==> src/rtl/core/tsrel_pkg.sv <==
// Shared constants, types and table helpers for the tick scheduler.
`default_nettype none

package tsrel_pkg;

  // Sizing of the task set and the time counters.
  localparam int SERVICES  = 4;
  localparam int TIME_BITS = 16;
  localparam int IDX_W     = (SERVICES > 1) ? $clog2(SERVICES) : 1;

  // Fixed widths of the item fields and configuration registers.
  localparam int RAN_W        = 2;
  localparam int MASK_W       = 4;
  localparam int OUT_METRIC_W = 17;
  localparam int MISS_W       = 32;
  localparam int POLICY_W     = 2;
  localparam int COUNT_W      = 3;
  localparam int TABLE_W      = 64;
  localparam int DATA_W       = 64;
  localparam int ADDR_W       = 5;
  localparam int REG_IDX_W    = ADDR_W - 3;

  // Internal metric is wide enough for a laxity and for the output field.
  localparam int METRIC_W = (TIME_BITS + 2 > OUT_METRIC_W) ? TIME_BITS + 2 : OUT_METRIC_W;

  // Scheduling policy codes; the unused code behaves as rate monotonic.
  localparam logic [POLICY_W-1:0] POL_RM  = 2'd0;
  localparam logic [POLICY_W-1:0] POL_EDF = 2'd1;
  localparam logic [POLICY_W-1:0] POL_LLF = 2'd2;

  // Register indexes on the configuration port.
  localparam logic [REG_IDX_W-1:0] REG_POLICY = 2'd0;
  localparam logic [REG_IDX_W-1:0] REG_COUNT  = 2'd1;
  localparam logic [REG_IDX_W-1:0] REG_PERIOD = 2'd2;
  localparam logic [REG_IDX_W-1:0] REG_WCET   = 2'd3;

  typedef logic [TIME_BITS-1:0] time_t;
  typedef time_t [SERVICES-1:0] time_vec_t;
  typedef logic signed [METRIC_W-1:0] metric_t;

  // Outcome of the selection step.
  typedef struct packed {
    logic             found;
    logic [IDX_W-1:0] idx;
    metric_t          metric;
  } pick_t;

  // One task's field of a packed table; fields past the top read as zero.
  function automatic time_t table_field(input logic [TABLE_W-1:0] tbl, input int idx);
    logic [TABLE_W-1:0] shifted;
    shifted = '0;
    if (idx * TIME_BITS < TABLE_W) begin
      shifted = tbl >> (idx * TIME_BITS);
    end
    return shifted[TIME_BITS-1:0];
  endfunction

  // A period of zero counts as one tick.
  function automatic time_t period_of(input logic [TABLE_W-1:0] tbl, input int idx);
    time_t p;
    p = table_field(tbl, idx);
    return (p == '0) ? TIME_BITS'(1) : p;
  endfunction

endpackage

`default_nettype wire

==> src/rtl/core/tsrel_pick.sv <==
// Selection of the task that receives the current slot.
`default_nettype none

module tsrel_pick import tsrel_pkg::*; (
  input  wire logic [POLICY_W-1:0] policy_i,
  input  wire logic [SERVICES-1:0] active_i,
  input  wire time_vec_t           deadline_i,
  input  wire time_vec_t           runtime_i,
  input  wire time_vec_t           wcet_i,
  output pick_t                    pick_o
);

  // Walk the tasks from the lowest index; a later task wins only on a strictly
  // smaller metric, and only under the deadline and laxity policies.
  always_comb begin
    metric_t          m;
    metric_t          best;
    logic             ready;
    logic             ranked;
    logic             found;
    logic [IDX_W-1:0] idx;
    best   = '0;
    found  = 1'b0;
    idx    = '0;
    ranked = (policy_i == POL_EDF) || (policy_i == POL_LLF);
    for (int s = 0; s < SERVICES; s++) begin
      ready = active_i[s] && (runtime_i[s] < wcet_i[s]);
      m     = metric_t'(deadline_i[s]);
      if (policy_i == POL_LLF) begin
        m = m - (metric_t'(wcet_i[s]) - metric_t'(runtime_i[s]));
      end
      if (ready && (!found || (ranked && (m < best)))) begin
        found = 1'b1;
        idx   = IDX_W'(s);
        best  = m;
      end
    end
    pick_o.found  = found;
    pick_o.idx    = idx;
    pick_o.metric = best;
  end

endmodule

`default_nettype wire

==> src/rtl/core/tick_scheduler_rm_edf_llf_unit.sv <==
// Top level of the periodic tick scheduler with RM, EDF and LLF policies.
// Tick items pass through the input register and the result register; one tick item per cycle
// while the output is not stalled. With the output stalled the block holds two items,
// one in the input register and one in the result register, and then stalls its input.
// The whole tick (expiry, selection, counter updates) is one combinational stage between them.
// Reset clears deadlines, runtimes and the miss total; policy 0, task count 4, tables 0.
`default_nettype none

module tick_scheduler_rm_edf_llf_unit import tsrel_pkg::*; (
  input  wire logic                      clk_i,
  input  wire logic                      rst_ni,
  // Tick items
  input  wire logic                      in_valid_i,
  output logic                           in_stall_o,
  input  wire logic                      start_req_i,
  // Result items
  output logic                           out_valid_o,
  input  wire logic                      out_stall_i,
  output logic [RAN_W-1:0]               ran_task_o,
  output logic                           idle_o,
  output logic [MASK_W-1:0]              miss_mask_o,
  output logic signed [OUT_METRIC_W-1:0] chosen_metric_o,
  output logic [MISS_W-1:0]              miss_total_o,
  // Configuration port
  input  wire logic                      psel,
  input  wire logic                      penable,
  input  wire logic                      pwrite,
  input  wire logic [ADDR_W-1:0]         paddr,
  input  wire logic [DATA_W-1:0]         pwdata,
  output logic [DATA_W-1:0]              prdata,
  output logic                           pready
);

  logic [POLICY_W-1:0] policy_q;
  logic [COUNT_W-1:0]  task_count_q;
  logic [TABLE_W-1:0]  period_q;
  logic [TABLE_W-1:0]  wcet_q;

  time_vec_t           deadline_q, deadline_d;
  time_vec_t           runtime_q, runtime_d;
  logic [MISS_W-1:0]   miss_q, miss_d;

  logic                in_valid_q;
  logic                start_q;
  logic                out_valid_q;

  logic                out_free;
  logic                advance;
  logic                accept_in;
  logic                cfg_write;
  logic [REG_IDX_W-1:0] reg_idx;

  time_vec_t           period_v, wcet_v;
  time_vec_t           dl_start, rt_start;
  time_vec_t           dl_exp, rt_exp;
  logic [SERVICES-1:0] active;
  logic [SERVICES-1:0] miss_vec;
  pick_t               pick;
  logic [MISS_W:0]     miss_sum;

  // Configuration port: writes complete in the access phase, reads are direct.
  assign pready    = 1'b1;
  assign reg_idx   = paddr[ADDR_W-1:3];
  assign cfg_write = psel && penable && pwrite && pready;

  always_comb begin
    unique case (reg_idx)
      REG_POLICY: prdata = DATA_W'(policy_q);
      REG_COUNT:  prdata = DATA_W'(task_count_q);
      REG_PERIOD: prdata = period_q;
      REG_WCET:   prdata = wcet_q;
      default:    prdata = '0;
    endcase
  end

  always_ff @(posedge clk_i or negedge rst_ni) begin
    if (!rst_ni) begin
      policy_q     <= POL_RM;
      task_count_q <= COUNT_W'(4);
      period_q     <= '0;
      wcet_q       <= '0;
    end else if (cfg_write) begin
      unique case (reg_idx)
        REG_POLICY: policy_q     <= pwdata[POLICY_W-1:0];
        REG_COUNT:  task_count_q <= pwdata[COUNT_W-1:0];
        REG_PERIOD: period_q     <= pwdata[TABLE_W-1:0];
        REG_WCET:   wcet_q       <= pwdata[TABLE_W-1:0];
        default:    ;
      endcase
    end
  end

  // Handshake: the tick in the input register advances whenever the result
  // register is empty or is being taken in this cycle.
  assign out_free   = !out_valid_q || !out_stall_i;
  assign advance    = in_valid_q && out_free;
  assign in_stall_o = in_valid_q && !out_free;
  assign accept_in  = in_valid_i && !in_stall_o;

  always_ff @(posedge clk_i or negedge rst_ni) begin
    if (!rst_ni) begin
      in_valid_q  <= 1'b0;
      out_valid_q <= 1'b0;
    end else begin
      if (accept_in) begin
        in_valid_q <= 1'b1;
      end else if (advance) begin
        in_valid_q <= 1'b0;
      end
      if (advance) begin
        out_valid_q <= 1'b1;
      end else if (!out_stall_i) begin
        out_valid_q <= 1'b0;
      end
    end
  end

  always_ff @(posedge clk_i) begin
    if (accept_in) begin
      start_q <= start_req_i;
    end
  end

  // Start request and deadline expiry for every task.
  always_comb begin
    for (int s = 0; s < SERVICES; s++) begin
      period_v[s] = period_of(period_q, s);
      wcet_v[s]   = table_field(wcet_q, s);
      active[s]   = 32'(task_count_q) > s;
      dl_start[s] = start_q ? period_v[s] : deadline_q[s];
      rt_start[s] = start_q ? '0 : runtime_q[s];
      miss_vec[s] = 1'b0;
      dl_exp[s]   = dl_start[s];
      rt_exp[s]   = rt_start[s];
      if (active[s] && (dl_start[s] == '0)) begin
        dl_exp[s]   = period_v[s];
        miss_vec[s] = rt_start[s] < wcet_v[s];
        rt_exp[s]   = '0;
      end
    end
  end

  tsrel_pick u_pick (
    .policy_i   (policy_q),
    .active_i   (active),
    .deadline_i (dl_exp),
    .runtime_i  (rt_exp),
    .wcet_i     (wcet_v),
    .pick_o     (pick)
  );

  // Charge the slot to the chosen task, count down the active deadlines and
  // add this tick's misses to the saturating total.
  always_comb begin
    for (int s = 0; s < SERVICES; s++) begin
      runtime_d[s]  = rt_exp[s];
      if (pick.found && (pick.idx == IDX_W'(s))) begin
        runtime_d[s] = rt_exp[s] + TIME_BITS'(1);
      end
      deadline_d[s] = active[s] ? (dl_exp[s] - TIME_BITS'(1)) : dl_exp[s];
    end
    miss_sum = {1'b0, miss_q} + (MISS_W + 1)'($countones(miss_vec));
    miss_d   = miss_sum[MISS_W] ? '1 : miss_sum[MISS_W-1:0];
  end

  always_ff @(posedge clk_i or negedge rst_ni) begin
    if (!rst_ni) begin
      deadline_q <= '0;
      runtime_q  <= '0;
      miss_q     <= '0;
    end else if (advance) begin
      deadline_q <= deadline_d;
      runtime_q  <= runtime_d;
      miss_q     <= miss_d;
    end
  end

  // Result register.
  always_ff @(posedge clk_i) begin
    if (advance) begin
      ran_task_o      <= pick.found ? RAN_W'(pick.idx) : '0;
      idle_o          <= !pick.found;
      miss_mask_o     <= MASK_W'(miss_vec);
      chosen_metric_o <= pick.found ? pick.metric[OUT_METRIC_W-1:0] : '0;
      miss_total_o    <= miss_d;
    end
  end

  assign out_valid_o = out_valid_q;

  // An idle slot reports task zero and a zero metric.
  a_idle_zero : assert property (@(posedge clk_i) disable iff (!rst_ni)
    out_valid_o && idle_o |-> (ran_task_o == '0) && (chosen_metric_o == '0))
    else $error("idle result carries a task or a metric");

  // The miss total never goes down.
  a_miss_monotonic : assert property (@(posedge clk_i) disable iff (!rst_ni)
    advance |=> miss_q >= $past(miss_q))
    else $error("miss total decreased");

  // Task state only moves when a tick is processed.
  a_state_hold : assert property (@(posedge clk_i) disable iff (!rst_ni)
    !advance |=> $stable(deadline_q) && $stable(runtime_q) && $stable(miss_q))
    else $error("task state changed without a tick");

  // A fresh result reports the miss total that the state now holds.
  a_total_match : assert property (@(posedge clk_i) disable iff (!rst_ni)
    advance |=> miss_total_o == miss_q)
    else $error("reported miss total differs from the counter");

endmodule

`default_nettype wire
==> config.mk <==
export PLATFORM = sky130hd
export DESIGN_NAME = tick_scheduler_rm_edf_llf_unit
export DESIGN_NICKNAME = d
export VERILOG_FILES = /design/src/rtl/core/tsrel_pkg.sv /design/src/rtl/core/tsrel_pick.sv /design/src/rtl/core/tick_scheduler_rm_edf_llf_unit.sv
export SDC_FILE = /design/constraint.sdc
export NUM_CORES = 1
export LEC_CHECK = 0
export ABC_AREA = 1
export BUFFER_PORTS_ARGS = -buffer_cell sky130_fd_sc_hd__buf_4
export CAP_MARGIN = 20
export CORE_MARGIN = 1
export CORE_UTILIZATION = 40
export CTS_BUF_LIST = sky130_fd_sc_hd__clkbuf_2 sky130_fd_sc_hd__clkbuf_4 sky130_fd_sc_hd__clkbuf_8
export DETAILED_ROUTE_END_ITERATION = 6
export GPL_TIMING_DRIVEN = 1
export PLACE_DENSITY = 0.53
export SKIP_CTS_REPAIR_TIMING = 1
export SLEW_MARGIN = 20
export SYNTH_ARGS = -nofsm -noshare
export SYNTH_HDL_FRONTEND = slang
export SYNTH_HIERARCHICAL = 1
export SYNTH_SLANG_ARGS = --single-unit
==> constraint.sdc <==
create_clock -name clk_i -period 19.16 [get_ports clk_i]
set_input_delay 0 -clock clk_i [delete_from_list [all_inputs] [get_ports clk_i]]
set_output_delay 0 -clock clk_i [all_outputs]
set_load 0.005 [all_outputs]
; Yosys cells after proc, flatten, opt, wreduce, memory -nomap -nowiden
; Index checks and enable logic that the tools add are counted.
; Widths: inputs -> output; s select.
[op_classes]
n_addsub = 20
order_cmp = 15
eq_ne = 9
mux = 53
n_reduce_logical = 51
[op_table]
columns = operator, n
row1 = $mux 16, 28
row2 = $pmux 64 s4, 1
row3 = $logic_not 16->1, 8
row4 = $lt 16x16->1, 8
row5 = $mux 18, 7
row6 = $sub 17x18->18, 4
row7 = $sub 16x16->17, 4
row8 = $add 16x1->16 const B, 4
row9 = $sub 16x1->16 const B, 4
row10 = $lt 18x18->1, 3
row11 = $add 32x3->33, 1
row12 = $mux 32, 1
row13 = $logic_and 1x1->1, 23
row14 = $mux 17, 1
row15 = $mux 1, 13
row16 = $eq 2x2->1 const B, 5
row17 = $logic_not 1->1, 8
row18 = $reduce_and 2->1, 4
row19 = $eq 2x1->1 const B, 3
row20 = $gt 3x1->1 const B, 2
row21 = $gt 3x2->1 const B, 2
row22 = $logic_or 1x1->1, 5
row23 = $add 1x1->2, 2
row24 = $logic_not 2->1, 2
row25 = other kinds (4), 5
[totals]
regBits = 352
input_bits = 77
out_inout_bits = 123
elab_cells = 169

; Depth between registers and ports, before layout
[logic_depth]
ltp_word = 28
mapped_depth = 97
mapped_depth_nobuf = 92

; Cells and area by module
; The synthesis kept the hierarchy.
[by_module_without_submodules]
columns = module, n_inst, cells_each, area_each_um2, seq_area_each_um2
row1 = tick_scheduler_rm_edf_llf_unit, 1, 2988, 21712.1, 9095.0
row2 = tsrel_pick, 1, 1353, 8105.3, 0.0

; Worst setup path before layout
; No wires, ideal clock.
[synth_timing]
path_kind = reg2reg
start = register start_q
end = register runtime_q[62] in the netlist's numbering
setup_ns = 0.118
arrival_time_ns = 11.280
path_slack_ns = 7.762
stages_incl_launch_ff = 88
path_buffers = 8
path_cell_list = edfxtp_1 -> buf_6 -> buf_12 -> buf_2 -> o21ai_0 -> nand2_1 -> nor2_1 -> nand3_1 -> nor2_2 -> buf_2 -> nor3_1 -> ha_1 -> fa_1 -> o21ai_0 -> a21o_1 -> a21oi_1 -> xor2_1 -> ha_1 -> (+52 left out) -> nand3_2 -> nand2_4 -> nand2_4 -> buf_6 -> o21ai_1 -> inv_1 -> nor2_1 -> inv_1 -> nor3_1 -> nand2_1 -> nor2_1 -> nand3_1 -> nor2_4 -> nand2_1 -> nor2_1 -> nand2_1 -> nand3_1 -> nand2_1
[synth_rtl]
columns = item, line
row1 = start: declaration, tick_scheduler_rm_edf_llf_unit.sv:44  ; logic start_q;
row2 = start signal: assignment, tick_scheduler_rm_edf_llf_unit.sv:120  ; start_q <= start_req_i;
row3 = end signal: assignment, tick_scheduler_rm_edf_llf_unit.sv:173  ; runtime_q <= runtime_d;
row4 = end: declaration, tick_scheduler_rm_edf_llf_unit.sv:40  ; time_vec_t runtime_q, runtime_d;

==> results.md <==
* Status: complete, but fails checks
* Failing checks: DRC
* Global route hottest layer: met2
* Core Rows at 99
* Final WL at 99.7 mm
* Tcrit/Tclk final at 81.4%
* CTS Buffer Depth at 3
* Syn nets at 4,675
* Setup violations, final at 0
* Critical-path maximum fanout at 62
* Chip Height at 275 um
* Overflow after GRT at 0
* Crit path max-delay family: simple AND/OR/NAND/NOR gates
* HP Class: primary input to flip-flop
* Max stage delay cell, worst path: nor4_1
* Initial core utilization at 40.6%
* Critical Path RT at 19.67 ns
* DIE AREA at 75,600 um2
* CP Launch Type: flip-flop
* Largest net degree at the start of global routing at 89
* # Max-Cap Violations at 0
* PD cells at 127 nW/um2
* Crit. End Element: flip-flop
* Met1 usage at 35.8%
* R2R setup slack at 3.56 ns
* Drt wl/cell at 17.9 um
* Vias/cell at 5.17
* Layout cells sized above 1 at 9.58%
* Synth Cell Area at 29,800 um2
* Max incr delay on CP at 0.69 ns
* CP Buf/Inv Count at 6
* Max Fclk at 0.0641 GHz
* Clock sinks at 352
* H-tree level count at 3
* Final hold violation count at 0
* Leakage at 16.7 nW
* Warnings from Yosys at 6
* Initial antenna violation count at 4
* I/O Pins at 200
* CTS tree: yes
* 1st-pass router iterations at 7
* Peak supply drop at 0.0763 mV
* CTS root buffer: clkbuf_8
* RSZ-0062 raised after global routing: false
* Skew final at 0.0403 ns
* Core Area at 73,300 um2
* Multi-input gate area at 17,400 um2
* Fin crit period at 15.60 ns
* Least-Margin Pin Slew at 1.06 ns
* Most used cell, CP: nand2_1
* Area growth from synthesis to layout at 14.9%
* Clk slew on worst S/H paths at 0.06 ns
* Avg Inst Size Synth at 6.87 um2
* DR vias at 28.9k
* Iter 0 DRT Violations at 2,166
* Arr. time, crit path at 16.12 ns
* Fillers at 7,685
* WS Path Type: flip-flop to flip-flop
* Worst-skew pair later-pin latency at 0.68 ns
* Layout net count at 4,905
* DP Wirelength at 76.1 mm
* Met3 Track Usage GR at 3.27%
* Chip Width at 275 um
* Final ANT Viol Nets at 0
* Met2 Use GR at 42.7%
* Max Slew Vio Count at 0
* Slew margin rel. at 28.7%
* TritonCTS buffer count at 70
* Total negative setup slack at 0 ns
* Port-buffer cells at 195
* FF/Latch Area at 9090 um2
* Cells after Synth at 4,338
* Pwr Total at 0.00435 W
* Total Routing Usage GR at 26.0%
* Residual DRC at 14
* First-pass GRT wire length at 152 mm
* Vias in the first global route at 26.7k
* Final Wtd Congestion at 0.929
## worst min-delay path: cells and delay by family
| kind | cells | cell delay, ns |
|---|---|---|
| AOI/OAI and AO/OA | 1 | 0.05 |
| buffers and inverters | 2 | 0.62 |
| and+or+nand+nor | 1 | 0.04 |
## placed cells by master, fill, tap and decap left out, types with 11 or more instances in the layout
cell / count
nor3_1: 56
o22ai_1: 69
nor2_2: 13
inv_2: 11
buf_4: 218
or2_2: 11
clkinv_2: 14
o21bai_1: 21
nand3_1: 244
nor4_1: 13
dfrtp_1: 294
ha_1: 248
nand2_1: 1102
a31oi_1: 23
o21ai_1: 61
edfxtp_1: 57
nand2_2: 19
o21ai_0: 391
xnor2_1: 36
nand4_1: 77
o21a_1: 24
inv_1: 673
dlygate4sd3_1: 78
nor2_1: 330
clkbuf_8: 81
a21oi_1: 187
fa_1: 11
xor2_1: 94
clkbuf_4: 19
o211ai_1: 23
## metrics by stage
stage | util (%) | std cells | setup WS, ns | hold slack [ns] | instance area (um2)
2_1_floorplan | - | 4338 | 7.77 | -0.296 | 29800
3_3_place_gp | 43.6 | 5376 | 3.84 | 0.0751 | 32000
3_5_place_dp | 43.6 | 5376 | 3.87 | 0.0788 | 32000
4_1_cts | 45.6 | 5504 | 3.86 | -0.682 | 33400
5_1_grt | 46.7 | 5586 | 2.29 | 0.0693 | 34300
6_report | 46.7 | 5586 | 3.56 | 0.0778 | 34300
## power breakdown
group	switching (W)	internal, W	leakage (nW)
clock network	0.000370	0.000454	0.789
registers	0.0000974	0.000937	4.22
logic	0.00162	0.000866	11.7
total	0.00209	0.00226	16.7
## registers in the layout, summed over array words and instances (netlist names)
| name | flops |
|---|---|
| deadline_q | 64 |
| period_q | 64 |
| out_valid_o | 1 |
| idle_o | 1 |
| task_count_q | 3 |
| ran_task_o | 2 |
| miss_q | 32 |
| in_valid_q | 1 |
| policy_q | 2 |
| start_q | 1 |
| miss_total_o | 32 |
| miss_mask_o | 4 |
| wcet_q | 64 |
| runtime_q | 64 |
| chosen_metric_o | 17 |
## layer usage
metal	up-vias	wire [um]
li1	14700	-
met4	0	2480
met5	-	0
met2	705	45800
met3	132	4600
met1	13300	46800
## worst paths after layout
check                          startpoint              to  depth (start not counted)
setup / recovery                  start_q   runtime_q[45]                         79
max in group asynchronous          rst_ni      wcet_q[14]                          6
hold / removal                 pwdata[24]    period_q[24]                          4
min in group asynchronous          rst_ni  deadline_q[45]                          3
hold reg to reg            deadline_q[14]  deadline_q[14]                          2
setup reg to reg                  start_q   runtime_q[45]                         79
## cell type report
type	instances	area share, %
multi-input combinational	3157	50.9
sequential	352	26.5
antenna	3	0.0219
inverter	689	7.56
clock inverter	28	0.599
timing repair buffer	298	7.18
clock buffer	100	3.67
tap	959	3.50
(Power assumes the default switching activity.)
